<file path="config.mk">
export PLATFORM = sky130hd
export DESIGN_NAME = alternating_bit_sender_flat
export DESIGN_NICKNAME = d
export VERILOG_FILES = /design/src/hdl/abs_pkg.sv /design/src/hdl/abs_ifs.sv /design/src/hdl/alternating_bit_sender.sv /design/src/flat_wrapper.sv
export SDC_FILE = /design/constraint.sdc
export NUM_CORES = 1
export LEC_CHECK = 0
export BUFFER_PORTS_ARGS = -buffer_cell sky130_fd_sc_hd__clkbuf_2
export CORE_AREA = 2 2 240 336
export CTS_CLUSTER_DIAMETER = 120
export DETAILED_ROUTE_END_ITERATION = 8
export DIE_AREA = 0 0 242 338
export PLACE_DENSITY = 0.66
export SLEW_MARGIN = 5
export SYNTH_ARGS = -nofsm -noshare
export SYNTH_HDL_FRONTEND = slang
export SYNTH_SLANG_ARGS = --single-unit
export TNS_END_PERCENT = 5
</file>
<file path="constraint.sdc">
create_clock -name clk -period 16.1 [get_ports clk]
set_input_delay 1.61 -clock clk [delete_from_list [all_inputs] [get_ports clk]]
set_output_delay 1.61 -clock clk [all_outputs]
set_load 0.01 [all_outputs]
</file>
<file path="src/hdl/abs_pkg.sv">
// abs_pkg: shared types, constants and codes of the alternating bit sender
// no dependencies; used by the channel interfaces and the top level
package abs_pkg;

	localparam int unsigned PAYLOAD_WORDS = 5;
	localparam int unsigned WORD_W        = 32;
	localparam int unsigned TIMER_W       = 16;
	localparam int unsigned OP_W          = 2;
	localparam int unsigned STATUS_W      = 3;

	localparam logic [WORD_W-1:0]  CHECK_SEED    = 32'h5969_6E67;
	localparam logic [TIMER_W-1:0] TIMEOUT_RESET = 16'd16;

	typedef logic [WORD_W-1:0]  word_t;
	typedef logic [TIMER_W-1:0] tick_t;
	typedef word_t payload_t [PAYLOAD_WORDS];

	typedef enum logic [OP_W-1:0] {
		OP_MESSAGE = 2'd0,
		OP_PACKET  = 2'd1,
		OP_TICK    = 2'd2,
		OP_UNUSED  = 2'd3
	} op_t;

	typedef enum logic [STATUS_W-1:0] {
		ST_SENT_NEW      = 3'd0,
		ST_DROPPED_BUSY  = 3'd1,
		ST_RESENT_CORRUPT = 3'd2,
		ST_RESENT_BIT    = 3'd3,
		ST_ACKED         = 3'd4,
		ST_IGNORED_IDLE  = 3'd5,
		ST_TIMEOUT_RESEND = 3'd6,
		ST_TICK_ONLY     = 3'd7
	} status_t;

endpackage

</file>
<file path="src/hdl/abs_ifs.sv">
// abs_ifs: valid/ready channel interfaces of the alternating bit sender
// depends on abs_pkg
interface abs_req_if;
	import abs_pkg::*;
	logic  valid;
	logic  ready;
	logic [OP_W-1:0] op;
	word_t word0;
	word_t word1;
	word_t word2;
	word_t word3;
	word_t word4;
	word_t in_seq;
	word_t in_bit;
	word_t in_check;
	modport source (output valid, op, word0, word1, word2, word3, word4, in_seq, in_bit,
		in_check, input ready);
	modport sink (input valid, op, word0, word1, word2, word3, word4, in_seq, in_bit,
		in_check, output ready);
endinterface

interface abs_rsp_if;
	import abs_pkg::*;
	logic  valid;
	logic  ready;
	logic [STATUS_W-1:0] status;
	logic  transmit;
	word_t out_seq;
	logic  out_bit;
	word_t out_check;
	word_t out_word0;
	word_t out_word1;
	word_t out_word2;
	word_t out_word3;
	word_t out_word4;
	modport source (output valid, status, transmit, out_seq, out_bit, out_check, out_word0,
		out_word1, out_word2, out_word3, out_word4, input ready);
	modport sink (input valid, status, transmit, out_seq, out_bit, out_check, out_word0,
		out_word1, out_word2, out_word3, out_word4, output ready);
endinterface

interface abs_cfg_if;
	import abs_pkg::*;
	logic  valid;
	logic  ready;
	tick_t data;
	modport source (output valid, data, input ready);
	modport sink (input valid, data, output ready);
endinterface

</file>
<file path="src/hdl/alternating_bit_sender.sv">
// alternating_bit_sender: stop-and-wait sender with one alternating bit
// depends on abs_pkg and the channel interfaces in abs_ifs
//
// Every accepted event (message, network packet or timer tick) gives exactly one
// result transaction. An event is captured in an input register, processed against
// the sender state in one pass of logic and lands in the result register, so one
// event is taken in every cycle as long as results are taken; a result that is not
// taken holds the result register, and one more event may wait in the input
// register before req.ready drops. The timeout register is written through cfg at
// any cycle and is read when a new packet is sent and when a timer resend goes out.
module alternating_bit_sender (
	input  logic              clk,
	input  logic              arst_n,
	abs_req_if.sink           req,
	abs_rsp_if.source         rsp,
	abs_cfg_if.sink           cfg
);
	import abs_pkg::*;

	// input stage
	logic                valid_s1;
	logic [OP_W-1:0]     op_s1;
	payload_t            words_s1;
	word_t               seq_s1;
	word_t               bit_s1;
	word_t               check_s1;

	// result stage
	logic                valid_s2;
	logic [STATUS_W-1:0] status_s2;
	logic                transmit_s2;
	word_t               seq_s2;
	logic                bit_s2;
	word_t               check_s2;
	payload_t            words_s2;

	// sender state
	tick_t               timeout_q;
	logic                busy_q;
	logic                cur_bit_q;
	word_t               next_seq_q;
	word_t               held_seq_q;
	payload_t            held_payload_q;
	word_t               held_check_q;
	tick_t               timer_left_q;
	logic                timer_on_q;

	logic                advance;
	logic                take_s1;

	// next-state and result logic
	logic                busy_d;
	logic                cur_bit_d;
	word_t               next_seq_d;
	logic                load_held;
	word_t               new_check;
	word_t               rx_sum;
	tick_t               timer_left_d;
	logic                timer_on_d;
	logic [STATUS_W-1:0] status_d;
	logic                transmit_d;

	assign advance   = !valid_s2 || rsp.ready;
	assign take_s1   = valid_s1 && advance;
	assign req.ready = !valid_s1 || advance;
	assign cfg.ready = 1'b1;

	always_ff @(posedge clk or negedge arst_n) begin
		if (!arst_n) begin
			valid_s1 <= 1'b0;
		end else if (req.ready) begin
			valid_s1 <= req.valid;
		end
	end

	always_ff @(posedge clk) begin
		if (req.ready && req.valid) begin
			op_s1       <= req.op;
			words_s1[0] <= req.word0;
			words_s1[1] <= req.word1;
			words_s1[2] <= req.word2;
			words_s1[3] <= req.word3;
			words_s1[4] <= req.word4;
			seq_s1      <= req.in_seq;
			bit_s1      <= req.in_bit;
			check_s1    <= req.in_check;
		end
	end

	always_comb begin
		new_check = CHECK_SEED ^ next_seq_q ^ {{(WORD_W-1){1'b0}}, !cur_bit_q};
		rx_sum    = CHECK_SEED ^ seq_s1 ^ bit_s1;
		for (int i = 0; i < PAYLOAD_WORDS; i++) begin
			new_check = new_check ^ words_s1[i];
			rx_sum    = rx_sum ^ words_s1[i];
		end
	end

	always_comb begin
		busy_d       = busy_q;
		cur_bit_d    = cur_bit_q;
		next_seq_d   = next_seq_q;
		load_held    = 1'b0;
		timer_left_d = timer_left_q;
		timer_on_d   = timer_on_q;
		status_d     = ST_TICK_ONLY;
		transmit_d   = 1'b0;
		case (op_t'(op_s1))
			OP_MESSAGE: begin
				if (busy_q) begin
					status_d = ST_DROPPED_BUSY;
				end else begin
					load_held    = 1'b1;
					next_seq_d   = next_seq_q + 1'b1;
					cur_bit_d    = !cur_bit_q;
					busy_d       = 1'b1;
					timer_left_d = timeout_q;
					timer_on_d   = 1'b1;
					status_d     = ST_SENT_NEW;
					transmit_d   = 1'b1;
				end
			end
			OP_PACKET: begin
				if (!busy_q) begin
					status_d = ST_IGNORED_IDLE;
				end else if (rx_sum != check_s1) begin
					status_d   = ST_RESENT_CORRUPT;
					transmit_d = 1'b1;
				end else if (bit_s1 != {{(WORD_W-1){1'b0}}, cur_bit_q}) begin
					status_d   = ST_RESENT_BIT;
					transmit_d = 1'b1;
				end else begin
					timer_on_d   = 1'b0;
					timer_left_d = '0;
					busy_d       = 1'b0;
					status_d     = ST_ACKED;
				end
			end
			OP_TICK: begin
				if (timer_on_q) begin
					if (timer_left_q <= tick_t'(1)) begin
						timer_on_d   = 1'b0;
						timer_left_d = '0;
						if (busy_q) begin
							timer_on_d   = 1'b1;
							timer_left_d = timeout_q;
							status_d     = ST_TIMEOUT_RESEND;
							transmit_d   = 1'b1;
						end
					end else begin
						timer_left_d = timer_left_q - 1'b1;
					end
				end
			end
			default: begin
				status_d = ST_TICK_ONLY;
			end
		endcase
	end

	always_ff @(posedge clk or negedge arst_n) begin
		if (!arst_n) begin
			timeout_q    <= TIMEOUT_RESET;
			busy_q       <= 1'b0;
			cur_bit_q    <= 1'b1;
			next_seq_q   <= '0;
			timer_left_q <= '0;
			timer_on_q   <= 1'b0;
			valid_s2     <= 1'b0;
			status_s2    <= ST_TICK_ONLY;
			transmit_s2  <= 1'b0;
		end else begin
			if (cfg.valid) begin
				timeout_q <= cfg.data;
			end
			if (take_s1) begin
				busy_q       <= busy_d;
				cur_bit_q    <= cur_bit_d;
				next_seq_q   <= next_seq_d;
				timer_left_q <= timer_left_d;
				timer_on_q   <= timer_on_d;
				status_s2    <= status_d;
				transmit_s2  <= transmit_d;
			end
			if (advance) begin
				valid_s2 <= valid_s1;
			end
		end
	end

	// held packet and transmitted fields, zero when nothing goes out
	always_ff @(posedge clk) begin
		if (take_s1 && load_held) begin
			held_seq_q     <= next_seq_q;
			held_payload_q <= words_s1;
			held_check_q   <= new_check;
		end
		if (take_s1) begin
			if (!transmit_d) begin
				seq_s2   <= '0;
				bit_s2   <= 1'b0;
				check_s2 <= '0;
				for (int i = 0; i < PAYLOAD_WORDS; i++) begin
					words_s2[i] <= '0;
				end
			end else if (load_held) begin
				seq_s2   <= next_seq_q;
				bit_s2   <= cur_bit_d;
				check_s2 <= new_check;
				words_s2 <= words_s1;
			end else begin
				seq_s2   <= held_seq_q;
				bit_s2   <= cur_bit_q;
				check_s2 <= held_check_q;
				words_s2 <= held_payload_q;
			end
		end
	end

	assign rsp.valid     = valid_s2;
	assign rsp.status    = status_s2;
	assign rsp.transmit  = transmit_s2;
	assign rsp.out_seq   = seq_s2;
	assign rsp.out_bit   = bit_s2;
	assign rsp.out_check = check_s2;
	assign rsp.out_word0 = words_s2[0];
	assign rsp.out_word1 = words_s2[1];
	assign rsp.out_word2 = words_s2[2];
	assign rsp.out_word3 = words_s2[3];
	assign rsp.out_word4 = words_s2[4];

endmodule

</file>
<file path="src/flat_wrapper.sv">
// flat-port wrapper written by rule: the top's interface ports become plain ports
module alternating_bit_sender_flat import abs_pkg::*;
  (clk, arst_n, req_valid, req_op, req_word0, req_word1, req_word2, req_word3, req_word4, req_in_seq, req_in_bit, req_in_check, req_ready, rsp_valid, rsp_status, rsp_transmit, rsp_out_seq, rsp_out_bit, rsp_out_check, rsp_out_word0, rsp_out_word1, rsp_out_word2, rsp_out_word3, rsp_out_word4, rsp_ready, cfg_valid, cfg_data, cfg_ready);
  abs_req_if req_i ();
  abs_rsp_if rsp_i ();
  abs_cfg_if cfg_i ();
  input  logic clk;
  input  logic arst_n;
  input wire logic [$bits(req_i.valid)-1:0] req_valid;
  input wire logic [$bits(req_i.op)-1:0] req_op;
  input wire logic [$bits(req_i.word0)-1:0] req_word0;
  input wire logic [$bits(req_i.word1)-1:0] req_word1;
  input wire logic [$bits(req_i.word2)-1:0] req_word2;
  input wire logic [$bits(req_i.word3)-1:0] req_word3;
  input wire logic [$bits(req_i.word4)-1:0] req_word4;
  input wire logic [$bits(req_i.in_seq)-1:0] req_in_seq;
  input wire logic [$bits(req_i.in_bit)-1:0] req_in_bit;
  input wire logic [$bits(req_i.in_check)-1:0] req_in_check;
  output wire logic [$bits(req_i.ready)-1:0] req_ready;
  output wire logic [$bits(rsp_i.valid)-1:0] rsp_valid;
  output wire logic [$bits(rsp_i.status)-1:0] rsp_status;
  output wire logic [$bits(rsp_i.transmit)-1:0] rsp_transmit;
  output wire logic [$bits(rsp_i.out_seq)-1:0] rsp_out_seq;
  output wire logic [$bits(rsp_i.out_bit)-1:0] rsp_out_bit;
  output wire logic [$bits(rsp_i.out_check)-1:0] rsp_out_check;
  output wire logic [$bits(rsp_i.out_word0)-1:0] rsp_out_word0;
  output wire logic [$bits(rsp_i.out_word1)-1:0] rsp_out_word1;
  output wire logic [$bits(rsp_i.out_word2)-1:0] rsp_out_word2;
  output wire logic [$bits(rsp_i.out_word3)-1:0] rsp_out_word3;
  output wire logic [$bits(rsp_i.out_word4)-1:0] rsp_out_word4;
  input wire logic [$bits(rsp_i.ready)-1:0] rsp_ready;
  input wire logic [$bits(cfg_i.valid)-1:0] cfg_valid;
  input wire logic [$bits(cfg_i.data)-1:0] cfg_data;
  output wire logic [$bits(cfg_i.ready)-1:0] cfg_ready;
  assign req_i.valid = req_valid;
  assign req_i.op = req_op;
  assign req_i.word0 = req_word0;
  assign req_i.word1 = req_word1;
  assign req_i.word2 = req_word2;
  assign req_i.word3 = req_word3;
  assign req_i.word4 = req_word4;
  assign req_i.in_seq = req_in_seq;
  assign req_i.in_bit = req_in_bit;
  assign req_i.in_check = req_in_check;
  assign req_ready = req_i.ready;
  assign rsp_valid = rsp_i.valid;
  assign rsp_status = rsp_i.status;
  assign rsp_transmit = rsp_i.transmit;
  assign rsp_out_seq = rsp_i.out_seq;
  assign rsp_out_bit = rsp_i.out_bit;
  assign rsp_out_check = rsp_i.out_check;
  assign rsp_out_word0 = rsp_i.out_word0;
  assign rsp_out_word1 = rsp_i.out_word1;
  assign rsp_out_word2 = rsp_i.out_word2;
  assign rsp_out_word3 = rsp_i.out_word3;
  assign rsp_out_word4 = rsp_i.out_word4;
  assign rsp_i.ready = rsp_ready;
  assign cfg_i.valid = cfg_valid;
  assign cfg_i.data = cfg_data;
  assign cfg_ready = cfg_i.ready;
  alternating_bit_sender u_core (.clk(clk), .arst_n(arst_n), .req(req_i), .rsp(rsp_i), .cfg(cfg_i));
endmodule
</file>
== Word-level counts from Yosys, hierarchy flattened ==
Index checks and enable logic that the tools add are counted.

* Bitwise operators: 15
* Add/subtract/negate cells: 2
* Reductions and logical operators: 15
* Order comparisons: 1
* Mux-type cells: 39
* Equal/unequal tests: 9

{| class="wikitable"
|+ Operators by type and width
! operator !! number
|-
| $xor A32 B32 Y32 || 11
|-
| $mux W160 || 1
|-
| $mux W16 || 7
|-
| $mux W32 || 2
|-
| $pmux W16 S3 || 1
|-
| $not A18 Y18 || 2
|-
| $add A32 B1 Y32 const B || 1
|-
| $ne A32 B1 Y1 || 1
|-
| $ne A32 B32 Y1 || 1
|-
| $xor A32 B1 Y32 || 1
|-
| $mux W1 || 19
|-
| $le A16 B1 Y1 const B || 1
|-
| $sub A16 B1 Y16 const B || 1
|-
| $mux W3 || 5
|-
| $pmux W3 S3 || 1
|-
| $reduce_and A7 Y1 || 1
|-
| $ne A2 B2 Y1 const B || 3
|-
| $pmux W1 S3 || 2
|-
| $reduce_and A6 Y1 || 1
|-
| $ne A2 B1 Y1 const B || 2
|-
| $logic_and A1 B1 Y1 || 3
|-
| $logic_not A1 Y1 || 3
|-
| $reduce_and A3 Y1 || 1
|-
| $reduce_bool A3 Y1 || 1
|-
| other kinds (8) || 9
|}

* Register bits: 780
* Word-level logic and storage cells: 115

== Depth between registers and ports, before layout ==
Gate-level depths: netlist of run 1.

* Depth in word-level cells: 11
* Gate-level depth with buffers: 13
* Depth with buffers taken out: 9

== Worst setup path before layout of run 1 ==
No wires, ideal clock.

* Path type: input -> register
* From: input port rsp_ready
* To: register u_core.next_seq_q[1]
* Buffers on the path: 0
* Stages on the path: 4
* Library setup time: 0.115 ns
* Arrival: 12.675 ns
* Slack: 3.310 ns
* Required time: 15.985 ns
* Cell sequence: nand2b_1 nand2_1 nor2_1 mux2_2

* Longest elaborated chain between the ends: 3

{| class="wikitable"
|+ Ends and longest elaborated chain
! element !! line !! source
|-
| from (decl) || flat_wrapper.sv:31 || <nowiki>input wire logic [$bits(rsp_i.ready)-1:0] rsp_ready;</nowiki>
|-
| $logic_or A1 B1 Y1 || alternating_bit_sender.sv:63 || <nowiki>assign advance = !valid_s2 || rsp.ready;</nowiki>
|-
| $logic_and A1 B1 Y1 || alternating_bit_sender.sv:64 || <nowiki>assign take_s1 = valid_s1 && advance;</nowiki>
|-
| $reduce_and A3 Y1 (no source line) || -- ||
|-
| to (signal assigned) || alternating_bit_sender.sv:179 || <nowiki>next_seq_q <= next_seq_d;</nowiki>
|-
| to (decl) || alternating_bit_sender.sv:41 || <nowiki>word_t next_seq_q;</nowiki>
|}

Every way passes these cells.
A chain may end at the register's enable or synchronous reset.

== Worst setup path in the final report of run 1 ==
* From: register u_core.words_s1[38] in the netlist's numbering
* To: register u_core.words_s2 (netlist bit u_core.rsp.out_word4[3]) (data pin)

* Longest elaborated chain between the ends: 6

{| class="wikitable"
|+ Ends and longest elaborated chain
! element !! line !! source
|-
| from (decl) || alternating_bit_sender.sv:23 || <nowiki>payload_t words_s1;</nowiki>
|-
| $xor A32 B32 Y32 (2 in series) || alternating_bit_sender.sv:95 || <nowiki>rx_sum = rx_sum ^ words_s1[i];</nowiki>
|-
| $ne A32 B32 Y1 || alternating_bit_sender.sv:126 || <nowiki>end else if (rx_sum != check_s1) begin</nowiki>
|-
| $mux W1 || alternating_bit_sender.sv:126 ||
|-
| $mux W1 || alternating_bit_sender.sv:124 || <nowiki>if (!busy_q) begin</nowiki>
|-
| $pmux W1 S3 || alternating_bit_sender.sv:108 || <nowiki>case (op_t'(op_s1))</nowiki>
|-
| to (signal assigned) || alternating_bit_sender.sv:210 || <nowiki>words_s2 <= words_s1;</nowiki>
|-
| to (signal assigned) || alternating_bit_sender.sv:215 || <nowiki>words_s2 <= held_payload_q;</nowiki>
|-
| to (decl) || alternating_bit_sender.sv:35 || <nowiki>payload_t words_s2;</nowiki>
|}

Every way passes these cells.

==> results by group, run 1 <==
Run status
  • Status: complete, no violations

Floorplan
  • Die W: 242 um
  • Die area: 0.0818 mm^2
  • Die height: around 340 um
  • I/O pin cnt: about 500
  • Starting Density: 0.396
  • Rows: approximately 120
  • Core area: between 0.07 and 0.08 mm^2

Cells and area
  • Multi-input logic area: around 0.0077 mm^2
  • Design area: ~0.037 mm^2
  • Layout area overhead: 19.6%
  • FILL cells: between 6k and 7k
  • Post-layout net count: between 2k and 3k
  • Share of cells above drive strength 1: 0.263
  • Biggest regs: u_core.held_payload_q x160, u_core.words_s1 x160
  • Reg area: 0.0231 mm^2

Route
  • Remaining antenna violation count after routing: 0
  • DRC: 0
  • Drt pass-1 iters: 6
  • Wire length per cell: about 23 um
  • Vias per inst: slightly above 5
  • Starting DRT DRC Count: around 1.7k
  • Via count: 18.5k
  • Drt total wl: around 86000 um

Clock tree
  • Worst-case clock buffer depth: 3
  • Resized Gates After CTS: 0
  • CTS sink count: between 700 and 800
  • CTS tree: built
  • Num CTS Buffers: 80
  • Post-CTS Repair Setup Buffers: 0
  • Root Buffer: clkbuf_16
  • CTS H-tree lvls: 3
  • Clock-pin slew on the worst setup and hold paths: approximately 0.060 ns
  • Clk Latency, worst-skew pair: about 0.63 ns
  • Hold Buf Count CTS: 0

STA
  • Final Hold Viols: 0
  • Setup slack after layout: roughly 11 ns
  • Fin. max-slew vios: 0
  • Final setup violating endpoints: 0
  • Clock Skews: about 0.018 ns
  • Slew margin rel.: 0.262
  • Crit share post-route: 0.333
  • FMAX: 0.186 GHz
  • Total Neg Setup Slack: 0 ns
  • RSZ-0062 raised after global routing: false
  • Least-Margin Pin Slew: 1.11 ns
  • Min cycle time layout: 5.36 ns
  • Hold Slack: about 0.48 ns

Placement
  • Worst slack, placed: approximately 11 ns
  • Number of buffers added on ports: 509
  • DP Area: around 0.035 mm^2
  • Hpwl dp: 59800 um
  • GPL Wtd Cong: between 0.8 and 0.9

Yosys
  • Synth area leaders: edfxtp_1 (68%), nand2_1 (5.8%), dfrtp_1 (5.5%), xnor3_1 (4.3%), a21oi_1 (3.7%)
  • Synth warn: 0
  • Most common cell in the synthesized netlist: edfxtp_1
  • Sequential cell area fraction in the yosys report: 0.739
  • Synth cell count leaders: edfxtp_1 (707), nand2_1 (478), a21oi_1 (231), xnor2_1 (118)
  • Synth Cell Area: ~0.031 mm^2
  • Synth async-reset ratio: 0.0936
  • Total nets after synthesis: 2312
  • Area leader, netlist: edfxtp_1
  • Syn Area/Cell: 15.4 um^2
  • Yosys cell types: 52
  • Share of the synthesized area in the top cell type: 0.680
  • EDFF count, synth: approximately 710
  • Synthesized flop and latch total: between 700 and 800
  • Mapped Cells: about 2.0k
  • Ys flop type: edfxtp_1

Power and ir drop
  • LEAKAGE: about 15 nW
  • PD cells: ~140 mW/mm^2
  • Total Power: roughly 5.0 mW
  • Peak supply drop: around 0.087 mV

Global route
  • Pin count of the biggest net entering global routing: between 100 and 150
  • Initial antenna violation count: 8
  • Vias in the first global route: roughly 19k
  • First-pass GRT wire length: roughly 120000 um
  • Global Route Usage Sum: 0.207
  • Remaining Overflow, GRT: 0

Critical path
  • Critical path capture point type: flop
  • Worst reg-to-reg setup slack: roughly 11 ns
  • Crit path required time: between 15 and 20 ns
  • FF-to-FF End: u_core.rsp.out_word4[3]$_SDFFCE_PN0P_
  • Kind of critical path: flop to flop
  • R2r startpoint: u_core.words_s1[38]$_DFFE_PP_
  • Worst Setup Start Kind: flop
  • Reg2reg path depth: 9
  • Crit-path max FO: 76
  • CP arrival: 5.68 ns

Hold path
  • Hold Crit Class: flop to flop
  • Worst hold path endpoint: u_core.held_payload_q[14]$_DFFE_PP_
  • WHS Path Cells: 0
  • Origin of the worst min-delay path: u_core.words_s1[14]$_DFFE_PP_

Run
  • Max-cap viol count: 0
[metal layers]
metal	track usage	vias to the layer above	share of wire
met1	0.256	9202	0.39
met3	0.0561	147	0.078
li1	-	8381	-
met5	0	-	0.00027
met2	0.346	803	0.50
met4	0.0868	4	0.038
[worst max-delay path: stages, from the launching register on]
cell,delay (ns)
edfxtp_1,0.44
xnor2_1,0.67
xnor3_1,0.64
nor4_1,0.60
nand4_1,0.28
or3_1,0.51
a22oi_2,0.21
buf_4,0.74
buf_4,0.78
a21oi_1,0.11
[worst max-delay path by stage]
stage | slack [ns] | end | start | cells after the start
6_report | 10.74 | u_core.rsp.out_word4[3]$_SDFFCE_PN0P_ | u_core.words_s1[38]$_DFFE_PP_ | 9
5_1_grt | 10.41 | u_core.rsp.out_word0[2]$_SDFFCE_PN0P_ | u_core.words_s1[38]$_DFFE_PP_ | 9
4_1_cts | 10.47 | u_core.rsp.out_word4[3]$_SDFFCE_PN0P_ | u_core.words_s1[38]$_DFFE_PP_ | 9
3_5_place_dp | 10.51 | u_core.rsp.out_word1[31]$_SDFFCE_PN0P_ | u_core.words_s1[70]$_DFFE_PP_ | 9
3_3_place_gp | 10.55 | u_core.rsp.out_bit$_SDFFCE_PN0P_ | u_core.words_s1[70]$_DFFE_PP_ | 9
2_1_floorplan | 3.31 | u_core.next_seq_q[1]$_DFFE_PN0P_ | rsp_ready | 4
[cells by family after synthesis]
family | Yosys count | share of synthesized area
AOI/OAI and AO/OA | 287 | 0.0500
xor gates and xnor gates | 239 | 0.107
and+or+nand+nor | 586 | 0.0772
muxes | 25 | 0.00926
adders and majority gates | 7 | 0.00281
DFF | 780 | 0.739
other | 1 | 0.000120
buffers and inverters | 101 | 0.0142
[through the flow]
| step | cells | utilization |
|---|---|---|
| 3_5_place_dp | 3514 | 0.442 |
| 4_1_cts | 3656 | 0.474 |
| 6_report | 3661 | 0.474 |
| 5_1_grt | 3660 | 0.474 |
| 2_1_floorplan | 2026 | - |
| 3_3_place_gp | 3514 | 0.442 |
[power by group]
part | total (mW) | internal, mW | switching (mW)
logic | 0.740 | 0.290 | 0.450
registers | 2.51 | 2.41 | 0.102
clock network | 1.79 | 1.01 | 0.781
total | 5.04 | 3.71 | 1.33
[final cells by class]
type,count,share of cell area
well taps,1054,0.0353
repair buffers,524,0.0717
clock buffers,102,0.0584
diodes,5,0.000335
inverters,11,0.00131
multi-input cells,1145,0.207
clock inverters,40,0.00821
flip-flops and latches,780,0.618
[cells in the final DEF, fill, tap and decap left out, types with 7 or more instances in the layout]
cell	n
xor3_1	21
o31ai_1	9
clkbuf_16	83
nand2_1	477
clkbuf_1	16
clkbuf_2	508
nand3_1	11
dfrtp_1	68
nand4_1	11
o21ai_0	18
edfxtp_1	707
xor2_1	33
clkinv_1	12
xnor3_1	60
ha_1	7
xor3_2	7
clkinv_2	14
inv_1	10
nor3_1	8
and4_1	9
a21oi_1	231
a22o_1	7
nor2_1	27
nor4_1	16
xnor2_1	118
mux2_2	23
buf_4	15
Power figures use the tool's default switching activity.
==> run 2, diff against run 1 <==
--- a/config.mk
+++ b/config.mk
@@ -10,7 +10,7 @@
 export CTS_CLUSTER_DIAMETER = 120
 export DETAILED_ROUTE_END_ITERATION = 8
 export DIE_AREA = 0 0 242 338
-export PLACE_DENSITY = 0.66
+export PLACE_DENSITY = 0.69
 export SLEW_MARGIN = 5
 export SYNTH_ARGS = -nofsm -noshare
 export SYNTH_HDL_FRONTEND = slang
==> constraint.sdc (replaced) <==
create_clock -name clk -period 4.9 [get_ports clk]
set_input_delay 0.49 -clock clk [delete_from_list [all_inputs] [get_ports clk]]
set_output_delay 0.49 -clock clk [all_outputs]
set_load 0.01 [all_outputs]
==> run 2 against run 1 <==
  * Worst setup slack got worse by 10 ns
  * Highest routed layer is now met4
  * Via count increased by 2.1%
  * Largest power group unchanged
  * Global-route usage is 0.31 points lower
  * Hold slack got worse by 0.45 ns
  * Wire length fell by 0.20%
==> results by group, run 2 (synthesized netlist as in run 1, its figures left out) <==
STA
  • Least-Margin Pin Slew: 1.06 ns (-0.0442 ns)
  • RSZ-0062 raised after global routing: false
  • Final setup violating endpoints: 0 (unchanged)
  • Slew margin rel.: 0.292 (+0.0294)
  • Crit share post-route: 0.849 (+0.516)
  • Min cycle time layout: 4.16 ns (-1.21 ns)
  • Fin. max-slew vios: 0 (unchanged)
  • Total Neg Setup Slack: 0 ns (unchanged)
  • Final Hold Viols: 0 (unchanged)
  • Clock Skews: 0.0335 ns (+0.0152 ns)
  • FMAX: 0.240 GHz (+29%)

Power and ir drop
  • LEAKAGE: 15.1 nW (+2.3%)
  • Total Power: 16.8 mW (+230%)
  • Peak supply drop: 0.333 mV (+280%)
  • PD cells: 441 mW/mm^2 (+230%)

Clock tree
  • CTS tree: built
  • CTS sink count: 780 (unchanged)
  • Hold Buf Count CTS: 59 (+59)
  • Post-CTS Repair Setup Buffers: 0 (unchanged)
  • Clk Latency, worst-skew pair: 0.63 ns (about the same)
  • Resized Gates After CTS: 0 (unchanged)
  • Worst-case clock buffer depth: 3 (unchanged)
  • Root Buffer: clkbuf_16
  • Num CTS Buffers: 78 (-2.5%)
  • Clock-pin slew on the worst setup and hold paths: 0.06 ns (about the same)
  • CTS H-tree lvls: 3 (unchanged)

Floorplan
  • Core area: 0.0788 mm^2 (unchanged)
  • Starting Density: 0.396 (unchanged)
  • I/O pin cnt: 511 (unchanged)
  • Die area: 0.0818 mm^2 (unchanged)
  • Die W: 242 um (unchanged)
  • Die height: 338 um (unchanged)
  • Rows: 122 (unchanged)

Critical path
  • CP max-delay cell: nor4_1
  • Worst Setup Start Kind: flop
  • Delay-heaviest family, CP: simple AND/OR/NAND/NOR gates
  • CP arrival: 4.51 ns (-1.17 ns)
  • Critical path capture point type: flop
  • WP buf/inv: 2 (unchanged)
  • Reg2reg path depth: 9 (unchanged)
  • Crit path largest cell delay: 0.82 ns (+0.04 ns)
  • Crit path required time: 5.25 ns (-11.17 ns)
  • Crit-path cells: xnor2_1, xnor3_1, nor4_1, nand4_1, or3_1, a22oi_2, buf_4, buf_12, a21oi_1
  • CP Depth: 9 (unchanged)
  • Crit-path max FO: 78 (+2.6%)
  • Kind of critical path: flop to flop

Cells and area
  • Layout area overhead: 22.0%
  • Biggest regs: u_core.held_payload_q x160, u_core.words_s1 x160
  • Most common cell after layout, fill and taps aside: edfxtp_1
  • Final Util: 0.484 (+0.00963)
  • Post-layout net count: 2890 (+2.2%)
  • FILL cells: 6739 (-1.6%)
  • Commonest non-fill, non-tap cells in the layout: edfxtp_1 (707), clkbuf_2 (508), nand2_1 (477), a21oi_1 (231), xnor2_1 (118)
  • Share of cells above drive strength 1: 0.258 (-0.00509)

Placement
  • Hpwl dp: 59000 um (-1.4%)
  • Number of buffers added on ports: 509 (unchanged)
  • GPL Wtd Cong: 0.866 (-2.2%)

Route
  • Drt total wl: 85800 um (-0.20%)
  • Drt pass-1 iters: 6 (unchanged)
  • Via count: 18.9k (+2.1%)
  • Remaining antenna violation count after routing: 0 (unchanged)
  • Wire length per cell: 23.1 um (-1.8%)
  • Starting DRT DRC Count: 1658 (+0.36%)
  • DRC: 0 (unchanged)
  • Vias per inst: 5.09 (+0.47%)

Global route
  • Vias in the first global route: 19.1k (+2.0%)
  • First-pass GRT wire length: 123000 um (-1.1%)
  • Global Route Usage Sum: 0.204 (-0.00307)
  • Pin count of the biggest net entering global routing: 111 (-26%)
  • Remaining Overflow, GRT: 0 (unchanged)
  • Initial antenna violation count: 3 (-5)

Hold path
  • Hold Crit Class: input pin to async pin

Run status
  • Status: complete, no violations

Run
  • Max-cap viol count: 0 (unchanged)
==> run 2: changes by cell type in the layout (fill, tap and decap cells not counted), sizes merged <==
cell	before	now
dlygate4sd3	0	59
buf	16	21
clkbuf	610	611
clkinvlp	4	1
bufinv	3	6
diode	5	1
clkinv	29	30
inv	15	12
==> run 2: per-stage QoR <==
step           instances  setup slack, ns  instance area, um^2  hold WS [ns]
6_report            3720            0.741                38100        0.0221
5_1_grt             3720            0.599                38100        0.0102
4_1_cts             3719            0.519                38100      0.000181
3_5_place_dp        3519            0.555                35000         0.465
3_3_place_gp        3519            0.619                35000         0.457
2_1_floorplan       2026            -1.01                31200         0.194
==> run 2: per-layer routing <==
metal,wire length [um],share of wire,global-route usage,vias to the layer above
li1,-,-,-,8505
met1,33800,0.39,0.257,9460
met2,42600,0.50,0.348,801
met3,5900,0.069,0.0405,159
met4,3460,0.040,0.0847,0
met5,0,0,0,-
==> run 2: final timing paths <==
check / startpoint / end / slack [ns]
min in group clk: req_word2[5] / u_core.words_s1[69]$_DFFE_PP_ / 0.04
max in group asynchronous: arst_n / u_core.next_seq_q[0]$_DFFE_PN0P_ / 4.17
worst min register to register: u_core.words_s1[23]$_DFFE_PP_ / u_core.held_payload_q[23]$_DFFE_PP_ / 0.48
worst min-delay path: arst_n / u_core.valid_s1$_DFFE_PN0N_ / 0.02
worst max-delay path: u_core.words_s1[88]$_DFFE_PP_ / u_core.rsp.out_word1[12]$_SDFFCE_PN0P_ / 0.74
worst max register to register: u_core.words_s1[88]$_DFFE_PP_ / u_core.rsp.out_word1[12]$_SDFFCE_PN0P_ / 0.74
==> run 2: worst register-to-register path, cell delays in order, from the launching register on <==
cell	delay [ns]
edfxtp_1	0.43
xnor2_1	0.42
xnor3_1	0.55
nor4_1	0.82
nand4_1	0.27
or3_1	0.50
a22oi_2	0.18
buf_4	0.21
buf_12	0.30
a21oi_1	0.20
==> run 2: report_power, final <==
part	total [mW]	leakage [nW]	switching [mW]	internal, mW
registers	8.30	7.73	0.371	7.92
logic	2.50	6.09	1.50	1.01
clock network	5.99	1.24	2.55	3.44
total	16.8	15.1	4.41	12.4
==> run 2: area by class of cell <==
cell class | count | area (um^2) | share of cell area
Clock buffer | 103 | 2170 | 0.0570
Multi-Input combinational cell | 1145 | 7720 | 0.203
Timing Repair Buffer | 588 | 3390 | 0.0890
Sequential cell | 780 | 23100 | 0.606
Tap cell | 1054 | 1320 | 0.0346
Antenna cell | 1 | 2.50 | 0.0000657
Clock inverter | 38 | 368 | 0.00966
Inverter | 11 | 48.8 | 0.00128
==> run 3, diff against run 2 <==
--- a/config.mk
+++ b/config.mk
@@ -10,7 +10,7 @@
 export CTS_CLUSTER_DIAMETER = 120
 export DETAILED_ROUTE_END_ITERATION = 8
 export DIE_AREA = 0 0 242 338
-export PLACE_DENSITY = 0.69
+export PLACE_DENSITY = 0.66
 export SLEW_MARGIN = 5
 export SYNTH_ARGS = -nofsm -noshare
 export SYNTH_HDL_FRONTEND = slang
==> constraint.sdc (replaced) <==
create_clock -name clk -period 4.25 [get_ports clk]
set_input_delay 0.425 -clock clk [delete_from_list [all_inputs] [get_ports clk]]
set_output_delay 0.425 -clock clk [all_outputs]
set_load 0.01 [all_outputs]
==> run 3 against run 2 <==
  * Utilization rose by 2.8 points
  * Highest routed layer unchanged
  * Combinational power increased by 25%
  * Largest power group unchanged
  * Die area did not move
  * Via count grew 5.4%
  * Cell count rose by 5.9%
  * Sequential cell count stayed put
==> results by group, run 3 (synthesized netlist as in run 1, its figures left out) <==
STA
  • RSZ-0062 raised after global routing: false
  • Min cycle time layout: 3.98 ns (-0.181 ns)
  • Clock Skews: 0.0200 ns (-0.0135 ns)
  • Slew margin rel.: 0.303 (+0.0114)
  • Total Neg Setup Slack: 0 ns (unchanged)
  • Setup slack after layout: 0.271 ns (-0.469 ns)
  • FMAX: 0.251 GHz (+4.5%)
  • Final Hold Viols: 0 (unchanged)
  • Crit share post-route: 0.936 (+0.0873)
  • Fin. max-slew vios: 0 (unchanged)
  • Hold Slack: 0.0376 ns (+0.0155 ns)
  • Least-Margin Pin Slew: 1.05 ns (-0.0172 ns)
  • Final setup violating endpoints: 0 (unchanged)

Cells and area
  • Commonest non-fill, non-tap cells in the layout: edfxtp_1 (707), clkbuf_2 (508), nand2_1 (477), dlygate4sd3_1 (263), a21oi_1 (231)
  • Most common cell after layout, fill and taps aside: edfxtp_1
  • Share of cells above drive strength 1: 0.245 (-0.0127)
  • Layout area overhead: 29.2%
  • Post-layout net count: 3107 (+7.5%)
  • Biggest regs: u_core.held_payload_q x160, u_core.words_s1 x160
  • FILL cells: 6539 (-3.0%)

Critical path
  • Reg2reg path depth: 9 (unchanged)
  • CP endpoint: u_core.rsp.out_word1[20]$_SDFFCE_PN0P_
  • CP arrival: 4.35 ns (-0.16 ns)
  • Worst reg-to-reg setup slack: 0.27 ns (-0.47 ns)
  • FF-to-FF End: u_core.rsp.out_word1[20]$_SDFFCE_PN0P_
  • Crit-path most repeated cell: buf_12
  • Crit path required time: 4.62 ns (-0.63 ns)
  • Crit path largest cell delay: 0.58 ns (-0.24 ns)
  • CP max-delay cell: nor4_1
  • Crit-path max FO: 43 (-45%)
  • Critical path capture point type: flop
  • Kind of critical path: flop to flop
  • Worst Setup Start Kind: flop
  • R2r startpoint: u_core.words_s1[134]$_DFFE_PP_
  • CP startpoint: u_core.words_s1[134]$_DFFE_PP_
  • Crit-path cells: xor3_2, xnor3_1, nor4_1, nand4_1, or3_1, a22oi_2, buf_12, buf_12, a21oi_1

Placement
  • Worst slack, placed: -0.0362 ns (-0.592 ns)
  • GPL Wtd Cong: 0.877 (+1.3%)
  • Hpwl dp: 59300 um (+0.47%)
  • Number of buffers added on ports: 509 (unchanged)

Global route
  • Pin count of the biggest net entering global routing: 147 (+32%)
  • Global Route Usage Sum: 0.214 (+0.00951)
  • Initial antenna violation count: 1 (-2)
  • Vias in the first global route: 20.5k (+7.4%)
  • Remaining Overflow, GRT: 0 (unchanged)
  • First-pass GRT wire length: 130000 um (+5.3%)

Route
  • Drt total wl: 89200 um (+3.9%)
  • DRC: 0 (unchanged)
  • Starting DRT DRC Count: 1382 (-17%)
  • Remaining antenna violation count after routing: 0 (unchanged)
  • Wire length per cell: 22.6 um (-1.9%)
  • Via count: 19.9k (+5.4%)
  • Vias per inst: 5.06 (-0.50%)
  • Drt pass-1 iters: 5 (-1)

Clock tree
  • CTS H-tree lvls: 3 (unchanged)
  • Num CTS Buffers: 78 (unchanged)
  • Post-CTS Repair Setup Buffers: 0 (unchanged)
  • Clock-pin slew on the worst setup and hold paths: 0.07 ns (about the same)
  • Worst-case clock buffer depth: 3 (unchanged)
  • Root Buffer: clkbuf_16
  • CTS sink count: 780 (unchanged)
  • Clk Latency, worst-skew pair: 0.63 ns (about the same)
  • CTS tree: built

Floorplan
  • Die W: 242 um (unchanged)
  • Rows: 122 (unchanged)
  • Core area: 0.0788 mm^2 (unchanged)
  • I/O pin cnt: 511 (unchanged)
  • Die area: 0.0818 mm^2 (unchanged)
  • Die height: 338 um (unchanged)
  • Starting Density: 0.396 (unchanged)

Power and ir drop
  • LEAKAGE: 16.0 nW (+6.2%)
  • Total Power: 19.5 mW (+16%)
  • PD cells: 484 mW/mm^2 (+9.9%)
  • Peak supply drop: 0.364 mV (+9.1%)

Hold path
  • WHS Path Cells: 1
  • Hold Crit Class: input pin to flop
  • Origin of the worst min-delay path: req_word0[14]

Run
  • Max-cap viol count: 0 (unchanged)

Run status
  • Status: complete, no violations
[run 3: changes by cell type in the layout (fill, tap and decap cells not counted), sizes merged]
cell	previous run	this run
dlygate4sd3	59	263
buf	21	34
clkinvlp	1	4
inv	12	14
bufinv	6	5
clkbuf	611	610
[run 3: how the worst min path moves through the flow]
stage                                     endpoint
2_1_floorplan            u_core.busy_q$_DFFE_PN0P_
3_3_place_gp   u_core.held_payload_q[14]$_DFFE_PP_
3_5_place_dp   u_core.held_payload_q[24]$_DFFE_PP_
4_1_cts              u_core.words_s1[87]$_DFFE_PP_
5_1_grt             u_core.words_s1[142]$_DFFE_PP_
6_report            u_core.words_s1[142]$_DFFE_PP_
[run 3: worst max-delay path, delay by kind of cell (launching register included)]
kind | cells | cell delay (ns)
buffers and inverters | 2 | 0.55
AND/OR/NAND/NOR | 3 | 1.32
XOR/XNOR | 2 | 0.98
flip-flops | 1 | 0.43
AO/OA/AOI/OAI | 2 | 0.40
[run 3: power by group]
group / switching [mW] / total [mW] / internal [mW] / leakage [nW]
Sequential: 0.408 / 9.54 / 9.13 / 7.73
Combinational: 1.80 / 3.12 / 1.32 / 7.03
Clock: 2.96 / 6.86 / 3.90 / 1.23
[run 3: metal layers]
metal / GRT usage / up-vias / share of wire
met5: 0 / - / 0
met1: 0.263 / 9945 / 0.39
li1: - / 8933 / -
met2: 0.366 / 897 / 0.50
met3: 0.0474 / 170 / 0.072
met4: 0.0908 / 0 / 0.041
[run 3: metrics by stage]
stage               cells  instance area [um^2]  utilization
finish               3940                 40300        0.512
global route         3940                 40300        0.512
CTS                  3939                 40300        0.512
detailed placement   3532                 35200        0.446
global placement     3532                 35200        0.446
floorplan            2026                 31200            -
[run 3: layout make-up]
type                    count  area [um^2]  share of cell area
diodes                      1         2.50           0.0000621
well taps                1054         1320              0.0327
repair buffers            805         5620               0.139
clock inverters            42          364             0.00903
clock buffers             102         2160              0.0535
inverters                  11         48.8             0.00121
multi-input cells        1145         7750               0.192
flip-flops and latches    780        23100               0.572
[run 3: timing repair]
| item | 4_1_cts | 5_1_grt |
|---|---|---|
| hold endpoints to repair | 299 | 0 |
| setup endpoints to repair | 63 | 0 |
| hold buffers | 263 | 0 |
| gates resized for setup | 1 | 0 |
